<file path="config.mk">
export PLATFORM = sky130hd
export DESIGN_NAME = mesh_replay_protection_list_unit
export DESIGN_NICKNAME = d
export VERILOG_FILES = /design/src/design/mrpl_pkg.sv /design/src/design/mrpl_cell.sv /design/src/design/mesh_replay_protection_list_unit.sv
export VERILOG_INCLUDE_DIRS = /design/src /design/src/design
export SDC_FILE = /design/constraint.sdc
export NUM_CORES = 2
export LEC_CHECK = 0
export BUFFER_PORTS_ARGS = -buffer_cell sky130_fd_sc_hd__buf_2
export CAP_MARGIN = 20
export CORE_MARGIN = 2
export CORE_UTILIZATION = 25
export DETAILED_ROUTE_END_ITERATION = 7
export PLACE_DENSITY = 0.48
export SYNTH_ARGS = -nofsm -noshare
export SYNTH_HDL_FRONTEND = slang
export SYNTH_SLANG_ARGS = --single-unit
</file>
<file path="constraint.sdc">
create_clock -name clk -period 6.3 [get_ports clk]
set_input_delay 0.63 -clock clk [delete_from_list [all_inputs] [get_ports clk]]
set_output_delay 0.63 -clock clk [all_outputs]
set_load 0.03 [all_outputs]
</file>
<file path="src/design/mesh_replay_protection_list_unit_defines.svh">
// Assertion macros shared by the replay protection list RTL.
`ifndef MESH_REPLAY_PROTECTION_LIST_UNIT_DEFINES_SVH
`define MESH_REPLAY_PROTECTION_LIST_UNIT_DEFINES_SVH

// Same-cycle implication, sampled on clk and disabled while rst_n is low.
`define MRPL_ASSERT_NOW(lbl, ante, cons, msg) \
    lbl: assert property (@(posedge clk) disable iff (!rst_n) (ante) |-> (cons)) \
        else $error(msg);

// Next-cycle implication, sampled on clk and disabled while rst_n is low.
`define MRPL_ASSERT_NEXT(lbl, ante, cons, msg) \
    lbl: assert property (@(posedge clk) disable iff (!rst_n) (ante) |=> (cons)) \
        else $error(msg);

`endif

</file>
<file path="src/design/mrpl_pkg.sv">
// Package with the types and constants of the replay protection list.
package mrpl_pkg;

    localparam int ENTRIES = 32;
    localparam int IDX_W   = (ENTRIES > 1) ? $clog2(ENTRIES) : 1;
    localparam int SLOT_W  = 5;
    localparam int ADDR_W  = 16;
    localparam int SEQ_W   = 24;

    localparam logic [2:0] FUNC_CHECK_UPDATE = 3'd0;
    localparam logic [2:0] FUNC_CHECK_ONLY   = 3'd1;
    localparam logic [2:0] FUNC_UPDATE       = 3'd2;
    localparam logic [2:0] FUNC_IV_RESET     = 3'd3;
    localparam logic [2:0] FUNC_CLEAR        = 3'd4;

    typedef struct packed {
        logic [2:0]        func;
        logic [ADDR_W-1:0] src_addr;
        logic [SEQ_W-1:0]  seq_num;
        logic              msg_old_iv;
        logic              is_local;
        logic              to_node;
        logic              bridge;
        logic [SLOT_W-1:0] slot_in;
    } req_t;

    typedef struct packed {
        logic              replay;
        logic              slot_found;
        logic [SLOT_W-1:0] slot_out;
        logic              table_full;
        logic              seg_reset;
    } rsp_t;

    typedef struct packed {
        logic [ADDR_W-1:0] addr;
        logic [SEQ_W-1:0]  seq;
        logic              old_iv;
    } entry_t;

    typedef enum logic [2:0] {
        CELL_HOLD,
        CELL_SHIFT,
        CELL_LOAD,
        CELL_CLEAR,
        CELL_MARK,
        CELL_PACK
    } cell_op_t;

    typedef struct packed {
        cell_op_t op;
        logic     sel;
    } cell_ctrl_t;

    typedef enum logic [2:0] {
        ST_IDLE,
        ST_SCAN,
        ST_UPDATE,
        ST_MARK,
        ST_PACK,
        ST_CLEAR
    } state_t;

endpackage

</file>
<file path="src/design/mrpl_cell.sv">
// One table slot of the replay protection list, linked to its right neighbor.
module mrpl_cell (
    input  logic                clk,
    input  logic                rst_n,
    input  mrpl_pkg::cell_ctrl_t ctrl,
    input  mrpl_pkg::entry_t    right_in,
    input  mrpl_pkg::entry_t    load_in,
    input  logic                empty_in,
    output logic                empty_out,
    output logic                seg_flag,
    output mrpl_pkg::entry_t    entry_out
);

    mrpl_pkg::entry_t entry_reg;
    mrpl_pkg::entry_t entry_next;
    logic             self_empty;

    assign self_empty = (entry_reg.addr == '0);
    // An empty slot at or left of this one means this slot pulls from the right.
    assign empty_out  = empty_in | self_empty;
    assign seg_flag   = (ctrl.op == mrpl_pkg::CELL_LOAD) && ctrl.sel
                        && entry_reg.old_iv && !load_in.old_iv;
    assign entry_out  = entry_reg;

    always_comb
    begin
        entry_next = entry_reg;
        case (ctrl.op)
            mrpl_pkg::CELL_HOLD:
            begin
                entry_next = entry_reg;
            end
            mrpl_pkg::CELL_SHIFT:
            begin
                entry_next = right_in;
            end
            mrpl_pkg::CELL_LOAD:
            begin
                if (ctrl.sel)
                begin
                    entry_next = load_in;
                end
            end
            mrpl_pkg::CELL_CLEAR:
            begin
                entry_next = '0;
            end
            mrpl_pkg::CELL_MARK:
            begin
                if (self_empty || entry_reg.old_iv)
                begin
                    entry_next = '0;
                end
                else
                begin
                    entry_next.old_iv = 1'b1;
                end
            end
            mrpl_pkg::CELL_PACK:
            begin
                if (empty_out)
                begin
                    entry_next = right_in;
                end
            end
            default:
            begin
                entry_next = entry_reg;
            end
        endcase
    end

    always_ff @(posedge clk or negedge rst_n)
    begin
        if (!rst_n)
        begin
            entry_reg <= '0;
        end
        else
        begin
            entry_reg <= entry_next;
        end
    end

endmodule

</file>
<file path="src/design/mesh_replay_protection_list_unit.sv">
// Top level of the replay protection list: command FSM around a ring of slot cells.
// A check scans every slot before the done strobe; an IV reset marks the table and then
// packs it; an update or clear passes through a single state; a filtered or ignored item is answered from idle.
// One item at a time; start is taken again in the cycle the done strobe is shown.
// The rate is set by the ring of cells, which rotates one slot past cell 0 a cycle during a scan.
// Asynchronous active-low reset empties every slot and returns the FSM to idle.
// The result is shown for one cycle with done high; the receiver cannot stall it.
`include "mesh_replay_protection_list_unit_defines.svh"

module mesh_replay_protection_list_unit (
    input  logic           clk,
    input  logic           rst_n,
    input  logic           start,
    output logic           busy,
    input  mrpl_pkg::req_t cmd,
    output logic           done,
    output mrpl_pkg::rsp_t rsp
);

    localparam int N = mrpl_pkg::ENTRIES;

    // Control state.
    mrpl_pkg::state_t state_reg, state_next;
    logic [mrpl_pkg::IDX_W-1:0] cnt_reg, cnt_next;
    logic                       hit_reg, hit_next;
    logic                       done_reg, done_next;

    // The accepted item, the scan result gathered so far, and the shown result.
    mrpl_pkg::req_t req_reg, req_next;
    mrpl_pkg::rsp_t acc_reg, acc_next;
    mrpl_pkg::rsp_t rsp_reg, rsp_next;

    // Cell ring.
    mrpl_pkg::entry_t   cell_entry [N];
    mrpl_pkg::entry_t   cell_right [N];
    logic [N-1:0]       cell_empty;
    logic [N-1:0]       cell_seg;
    logic [N-1:0]       cell_sel;
    mrpl_pkg::cell_op_t cell_op;
    mrpl_pkg::entry_t   new_entry;
    mrpl_pkg::entry_t   tail_in;

    // Scan step signals, looking at the slot that sits in cell 0.
    mrpl_pkg::entry_t head;
    logic             accept;
    logic             gated;
    logic             last_step;
    logic             scan_active;
    logic             head_empty;
    logic             head_match;
    logic             step_hit;
    logic             step_found;
    logic             write_now;
    logic             step_segr;

    assign accept = start && !busy;
    assign busy   = (state_reg != mrpl_pkg::ST_IDLE);
    assign done   = done_reg;
    assign rsp    = rsp_reg;

    // Only traffic from the network that is addressed here or bridged is checked.
    assign gated = !cmd.is_local && (cmd.to_node || cmd.bridge);

    assign new_entry.addr   = req_reg.src_addr;
    assign new_entry.seq    = req_reg.seq_num;
    assign new_entry.old_iv = req_reg.msg_old_iv;

    assign head        = cell_entry[0];
    assign last_step   = (cnt_reg == mrpl_pkg::IDX_W'(N - 1));
    assign scan_active = (state_reg == mrpl_pkg::ST_SCAN) && !hit_reg;
    assign head_empty  = (head.addr == '0);
    assign head_match  = (head.addr == req_reg.src_addr);
    assign step_hit    = scan_active && (head_empty || head_match);

    // A matching slot is usable unless an old-IV message meets a new-IV entry or
    // the sequence number did not grow within the same IV.
    assign step_found = scan_active && (head_empty
                        || (head_match
                            && !(req_reg.msg_old_iv && !head.old_iv)
                            && ((!req_reg.msg_old_iv && head.old_iv)
                                || (head.seq < req_reg.seq_num))));
    assign write_now  = step_found && (req_reg.func == mrpl_pkg::FUNC_CHECK_UPDATE);
    assign step_segr  = write_now && head.old_iv && !req_reg.msg_old_iv;

    // During a scan the slot leaving cell 0 re-enters at the tail, replaced by
    // the new entry when the check writes it. Packing shifts empties in.
    always_comb
    begin
        if (state_reg == mrpl_pkg::ST_PACK)
        begin
            tail_in = '0;
        end
        else if (write_now)
        begin
            tail_in = new_entry;
        end
        else
        begin
            tail_in = head;
        end
    end

    for (genvar i = 0; i < N; i++)
    begin : g_cell
        mrpl_pkg::cell_ctrl_t ctrl;

        assign cell_sel[i] = (32'(req_reg.slot_in) == i);
        assign ctrl.op     = cell_op;
        assign ctrl.sel    = cell_sel[i];

        if (i == N - 1)
        begin : g_tail
            assign cell_right[i] = tail_in;
        end
        else
        begin : g_body
            assign cell_right[i] = cell_entry[i+1];
        end

        mrpl_cell u_cell (
            .clk       (clk),
            .rst_n     (rst_n),
            .ctrl      (ctrl),
            .right_in  (cell_right[i]),
            .load_in   (new_entry),
            .empty_in  ((i == 0) ? 1'b0 : cell_empty[(i == 0) ? 0 : i-1]),
            .empty_out (cell_empty[i]),
            .seg_flag  (cell_seg[i]),
            .entry_out (cell_entry[i])
        );
    end

    always_comb
    begin
        state_next = state_reg;
        cnt_next   = cnt_reg;
        hit_next   = hit_reg;
        done_next  = 1'b0;
        req_next   = req_reg;
        acc_next   = acc_reg;
        rsp_next   = rsp_reg;
        cell_op    = mrpl_pkg::CELL_HOLD;

        case (state_reg)
            mrpl_pkg::ST_IDLE:
            begin
                if (accept)
                begin
                    req_next = cmd;
                    acc_next = '0;
                    hit_next = 1'b0;
                    cnt_next = '0;
                    case (cmd.func)
                        mrpl_pkg::FUNC_CHECK_UPDATE, mrpl_pkg::FUNC_CHECK_ONLY:
                        begin
                            if (gated)
                            begin
                                state_next = mrpl_pkg::ST_SCAN;
                            end
                            else
                            begin
                                rsp_next  = '0;
                                done_next = 1'b1;
                            end
                        end
                        mrpl_pkg::FUNC_UPDATE:
                        begin
                            if (32'(cmd.slot_in) < N)
                            begin
                                state_next = mrpl_pkg::ST_UPDATE;
                            end
                            else
                            begin
                                rsp_next  = '0;
                                done_next = 1'b1;
                            end
                        end
                        mrpl_pkg::FUNC_IV_RESET:
                        begin
                            state_next = mrpl_pkg::ST_MARK;
                        end
                        mrpl_pkg::FUNC_CLEAR:
                        begin
                            state_next = mrpl_pkg::ST_CLEAR;
                        end
                        default:
                        begin
                            rsp_next  = '0;
                            done_next = 1'b1;
                        end
                    endcase
                end
            end
            mrpl_pkg::ST_SCAN:
            begin
                cell_op  = mrpl_pkg::CELL_SHIFT;
                cnt_next = cnt_reg + 1'b1;
                if (step_hit)
                begin
                    hit_next            = 1'b1;
                    acc_next.replay     = !step_found;
                    acc_next.slot_found = step_found;
                    acc_next.slot_out   = step_found ? mrpl_pkg::SLOT_W'(cnt_reg) : '0;
                    acc_next.table_full = 1'b0;
                    acc_next.seg_reset  = step_segr;
                end
                if (last_step)
                begin
                    state_next = mrpl_pkg::ST_IDLE;
                    done_next  = 1'b1;
                    rsp_next   = acc_next;
                    if (!hit_next)
                    begin
                        rsp_next            = '0;
                        rsp_next.replay     = 1'b1;
                        rsp_next.table_full = 1'b1;
                    end
                end
            end
            mrpl_pkg::ST_UPDATE:
            begin
                cell_op             = mrpl_pkg::CELL_LOAD;
                rsp_next            = '0;
                rsp_next.slot_found = 1'b1;
                rsp_next.slot_out   = req_reg.slot_in;
                rsp_next.seg_reset  = |cell_seg;
                done_next           = 1'b1;
                state_next          = mrpl_pkg::ST_IDLE;
            end
            mrpl_pkg::ST_MARK:
            begin
                cell_op    = mrpl_pkg::CELL_MARK;
                cnt_next   = '0;
                state_next = mrpl_pkg::ST_PACK;
            end
            mrpl_pkg::ST_PACK:
            begin
                // Each cycle closes the leftmost gap, so the pass packs any table.
                cell_op  = mrpl_pkg::CELL_PACK;
                cnt_next = cnt_reg + 1'b1;
                if (last_step)
                begin
                    rsp_next   = '0;
                    done_next  = 1'b1;
                    state_next = mrpl_pkg::ST_IDLE;
                end
            end
            mrpl_pkg::ST_CLEAR:
            begin
                cell_op    = mrpl_pkg::CELL_CLEAR;
                rsp_next   = '0;
                done_next  = 1'b1;
                state_next = mrpl_pkg::ST_IDLE;
            end
            default:
            begin
                state_next = mrpl_pkg::ST_IDLE;
            end
        endcase
    end

    always_ff @(posedge clk or negedge rst_n)
    begin
        if (!rst_n)
        begin
            state_reg <= mrpl_pkg::ST_IDLE;
            cnt_reg   <= '0;
            hit_reg   <= 1'b0;
            done_reg  <= 1'b0;
            rsp_reg   <= '0;
            acc_reg   <= '0;
        end
        else
        begin
            state_reg <= state_next;
            cnt_reg   <= cnt_next;
            hit_reg   <= hit_next;
            done_reg  <= done_next;
            rsp_reg   <= rsp_next;
            acc_reg   <= acc_next;
        end
    end

    always_ff @(posedge clk)
    begin
        req_reg <= req_next;
    end

    // The result strobe only appears once the FSM is back in idle.
    `MRPL_ASSERT_NOW(a_done_when_idle, done_reg, state_reg == mrpl_pkg::ST_IDLE,
        "result strobe while an item is still in work")
    // A full table is always reported as a rejection.
    `MRPL_ASSERT_NOW(a_full_rejects, done_reg && rsp_reg.table_full, rsp_reg.replay,
        "table full reported without replay")
    // No usable slot means the slot index reads as zero and no segment reset is flagged.
    `MRPL_ASSERT_NOW(a_slot_zero, done_reg && !rsp_reg.slot_found,
        rsp_reg.slot_out == '0 && !rsp_reg.seg_reset,
        "slot index or segment reset set without a usable slot")
    // An accepted item either keeps the block busy or finishes at once.
    `MRPL_ASSERT_NEXT(a_accept_progress, start && !busy, busy || done_reg,
        "accepted item neither started nor finished")

endmodule
</file>
==> flow_summary.json <==
{
  "status": "completed",
  "synthFlopType": "dfrtp_1",
  "dr.pass1.iters": 5,
  "worstSetupPathType": "flip-flop to flip-flop",
  "fp.dieW_um": 507,
  "antenna_left": 0,
  "synthMuxAreaShare_pct": 9.46,
  "synth-seq-cells": 1389,
  "largest_reg_flops": 1312,
  "ir_worst_vdd_mv": 0.531,
  "rsz0062_at_grt": "no",
  "vias": 46900,
  "std_cell_rows": 184,
  "r2r_cells": 8,
  "cp.arrival_ns": 4.95,
  "drive_gt1_share_pct": 8.00,
  "start_util_pct": 25.2,
  "slew-limit-headroom_pct": 21.1,
  "stdcell_count": 9900,
  "synthArstFlopShare_pct": 96.5,
  "dpl.hpwl_um": 112000,
  "cts.repair.resized": 0,
  "min_from": "cmd[49]",
  "path_clk_slew_ns": 0.06,
  "grt_pass1_vias": 47000,
  "synth_top_area_share_pct": 52.9,
  "syn_nets": 6694,
  "drv_slew": 0,
  "cts.htree.levels": 4,
  "finalWirelength_um": 186000,
  "final-setup-viol-count": 0,
  "r2r-start": "state_reg[0]$_DFFE_PN0P_",
  "yosysMostFrequentCell": "a21oi_1",
  "antenna_found_initial": 1,
  "nets": 6521,
  "synth_top_family_by_area": "compound AO/OA/AOI/OAI gates",
  "synth_area_leaders": "dfrtp_1 (53%), a21oi_1 (13%), mux2i_1 (8.7%)",
  "finalCritPeriodShare_pct": 67.1,
  "cp-start-kind": "flip-flop",
  "leakage_uw": 0.0318,
  "reg2reg_slack_ns": 2.07,
  "cts_setup_buffers": 0,
  "synth_compound_area_share_pct": 19.2,
  "synth_xor_area_share_pct": 0.235,
  "synthAdderAreaFrac_pct": 0.494,
  "cellPowerDensity_nw_per_um2": 588,
  "dp_cells": 9594,
  "synth_area_um2": 63300,
  "yosysTopAreaCell": "dfrtp_1",
  "r2r_end": "g_cell[31].u_cell.entry_out[8]$_DFFE_PN0P_",
  "min_path_type": "input port to flip-flop",
  "drtIter0Drc": 4220,
  "tritoncts": "yes",
  "clock_skew_ns": 0.0347,
  "area_growth_pct": 14.0,
  "cts_root_buf": "clkbuf_16",
  "gp_congestion": 0.847,
  "tightest_slew_ns": 1.18,
  "setup-tns-final_ns": 0,
  "clk_path_buf_depth": 3,
  "gr-total-overflow": 0,
  "ys_seq_area_share_pct": 55.3,
  "die_h_um": 507,
  "grtUsageTotal_pct": 14.3,
  "endpoint_kind": "flip-flop",
  "cp.required_ns": 7.03,
  "ys_types": 76,
  "synth_common_cells": "a21oi_1 (1663), dfrtp_1 (1340), inv_1 (581)",
  "synth-edff-count": 49,
  "cp_max_fo": 23,
  "ys_warn_count": 0,
  "finalHoldViolCount": 0,
  "numCtsBuffers": 148,
  "wl_per_cell_um": 18.8,
  "fmax_ghz": 0.237,
  "viasPerCell": 4.74,
  "layout_min_cycle_time_ns": 4.23,
  "pin_count": 66,
  "yosys.area_share.simple_pct": 8.38,
  "grt_pass1_wl_um": 292000,
  "holdPathStages": 1,
  "clock-sinks": 1389,
  "core_area_um2": 252000,
  "grt_max_degree": 234,
  "drc": 0,
  "drv_cap": 0,
  "min_to": "req_reg[49]$_DFFE_PP_",
  "clk_latency_ns": 0.81,
  "die_area_um2": 257000,
  "syn_avg_cell_area_um2": 9.58,
  "io_buffers": 65,
  "netlist_instances": 6614
}
critical path, cell delays in order (launching register included):
cell	delay, ns
dfrtp_1	0.64
nor2_1	0.85
nand2_2	0.52
buf_4	0.44
nor2_2	0.83
buf_4	0.39
a21oi_1	0.06
mux2_4	0.26
mux2i_1	0.11
power breakdown:
group	switching [uW]	internal [uW]
logic	10800	6580
clock network	3780	5010
registers	2930	13300
repair_timing:
| item | 4_1_cts | 5_1_grt |
|---|---|---|
| hold endpoints to repair | 144 | 0 |
| hold buffers | 42 | 0 |
| setup endpoints to repair | 0 | 0 |
cells in the final DEF, fill, tap and decap left out, types with 11 or more instances in the layout:
cell           instances
buf_2                 64
edfxtp_1              49
clkbuf_16            152
o21ai_0              416
and3_2                16
buf_12                13
nor2_2                22
mux2_2                19
nor2_1               373
mux2i_1              548
a31oi_1               46
nor4_1               130
nand3_1               19
o22ai_1               13
inv_1                580
mux2_4                18
dlygate4sd3_1         42
nor3b_1               11
clkbuf_8              31
dfrtp_1             1340
xor2_1                16
a22o_1                11
clkbuf_1              33
clkinv_2              20
buf_4                 98
nand2_1              438
a211oi_1              17
o2bb2ai_1             33
nand4_1               43
a22oi_1               17
nor3_1                33
ha_1                  25
o21bai_1              18
a21oi_1             1652
cells by family after synthesis:
family / Yosys count
DFF: 1389
AOI/OAI and AO/OA: 2304
and+or+nand+nor: 1170
xor gates and xnor gates: 17
muxes: 586
adders and majority gates: 25
buffers and inverters: 1123
worst max path at each step:
stage	slack (ns)	start	to	depth (start not counted)
floorplan	3.56	g_cell[0].u_cell.entry_out[6]$_DFFE_PN0P_	g_cell[31].u_cell.entry_out[10]$_DFFE_PN0P_	9
global route	1.80	state_reg[2]$_DFFE_PN0P_	g_cell[19].u_cell.entry_out[10]$_DFFE_PN0P_	8
CTS	2.11	state_reg[2]$_DFFE_PN0P_	g_cell[19].u_cell.entry_out[13]$_DFFE_PN0P_	8
global placement	2.13	g_cell[0].u_cell.entry_out[34]$_DFFE_PN0P_	g_cell[23].u_cell.entry_out[40]$_DFFE_PN0P_	8
detailed placement	2.15	state_reg[2]$_DFFE_PN0P_	g_cell[19].u_cell.entry_out[19]$_DFFE_PN0P_	8
finish	2.07	state_reg[0]$_DFFE_PN0P_	g_cell[31].u_cell.entry_out[8]$_DFFE_PN0P_	8
metrics by stage:
step | power, uW | setup slack (ns) | utilization, % | hold WS (ns) | instance area (um2)
after detailed placement | 33900 | 2.15 | 26.6 | 0.466 | 67000
after floorplan | 28500 | 3.56 | - | 0.334 | 63300
after global routing | 45700 | 1.80 | 28.7 | 0.0440 | 72200
final | 42400 | 2.07 | 28.7 | 0.0827 | 72200
after global placement | 33500 | 2.13 | 26.6 | 0.461 | 67000
after CTS | 43000 | 2.11 | 28.7 | 0.00848 | 72200
routing by layer:
layer | up-vias | GRT usage, % | wire length [um]
li1 | 22400 | - | -
met1 | 23300 | 19.9 | 87400
met5 | - | 0 | 0
met3 | 260 | 1.80 | 6660
met2 | 908 | 22.9 | 86100
met4 | 0 | 4.75 | 5570
final cells by class:
class	count	area, um2
fill	26300	179000
sequential	1389	35000
multi-input combinational	4102	24300
clock buffer	216	4350
tap	3348	4190
inverter	581	2180
timing repair buffer	219	1780
clock inverter	44	438
antenna	1	2.50
Note: power is estimated with default switching activity, not from simulation.
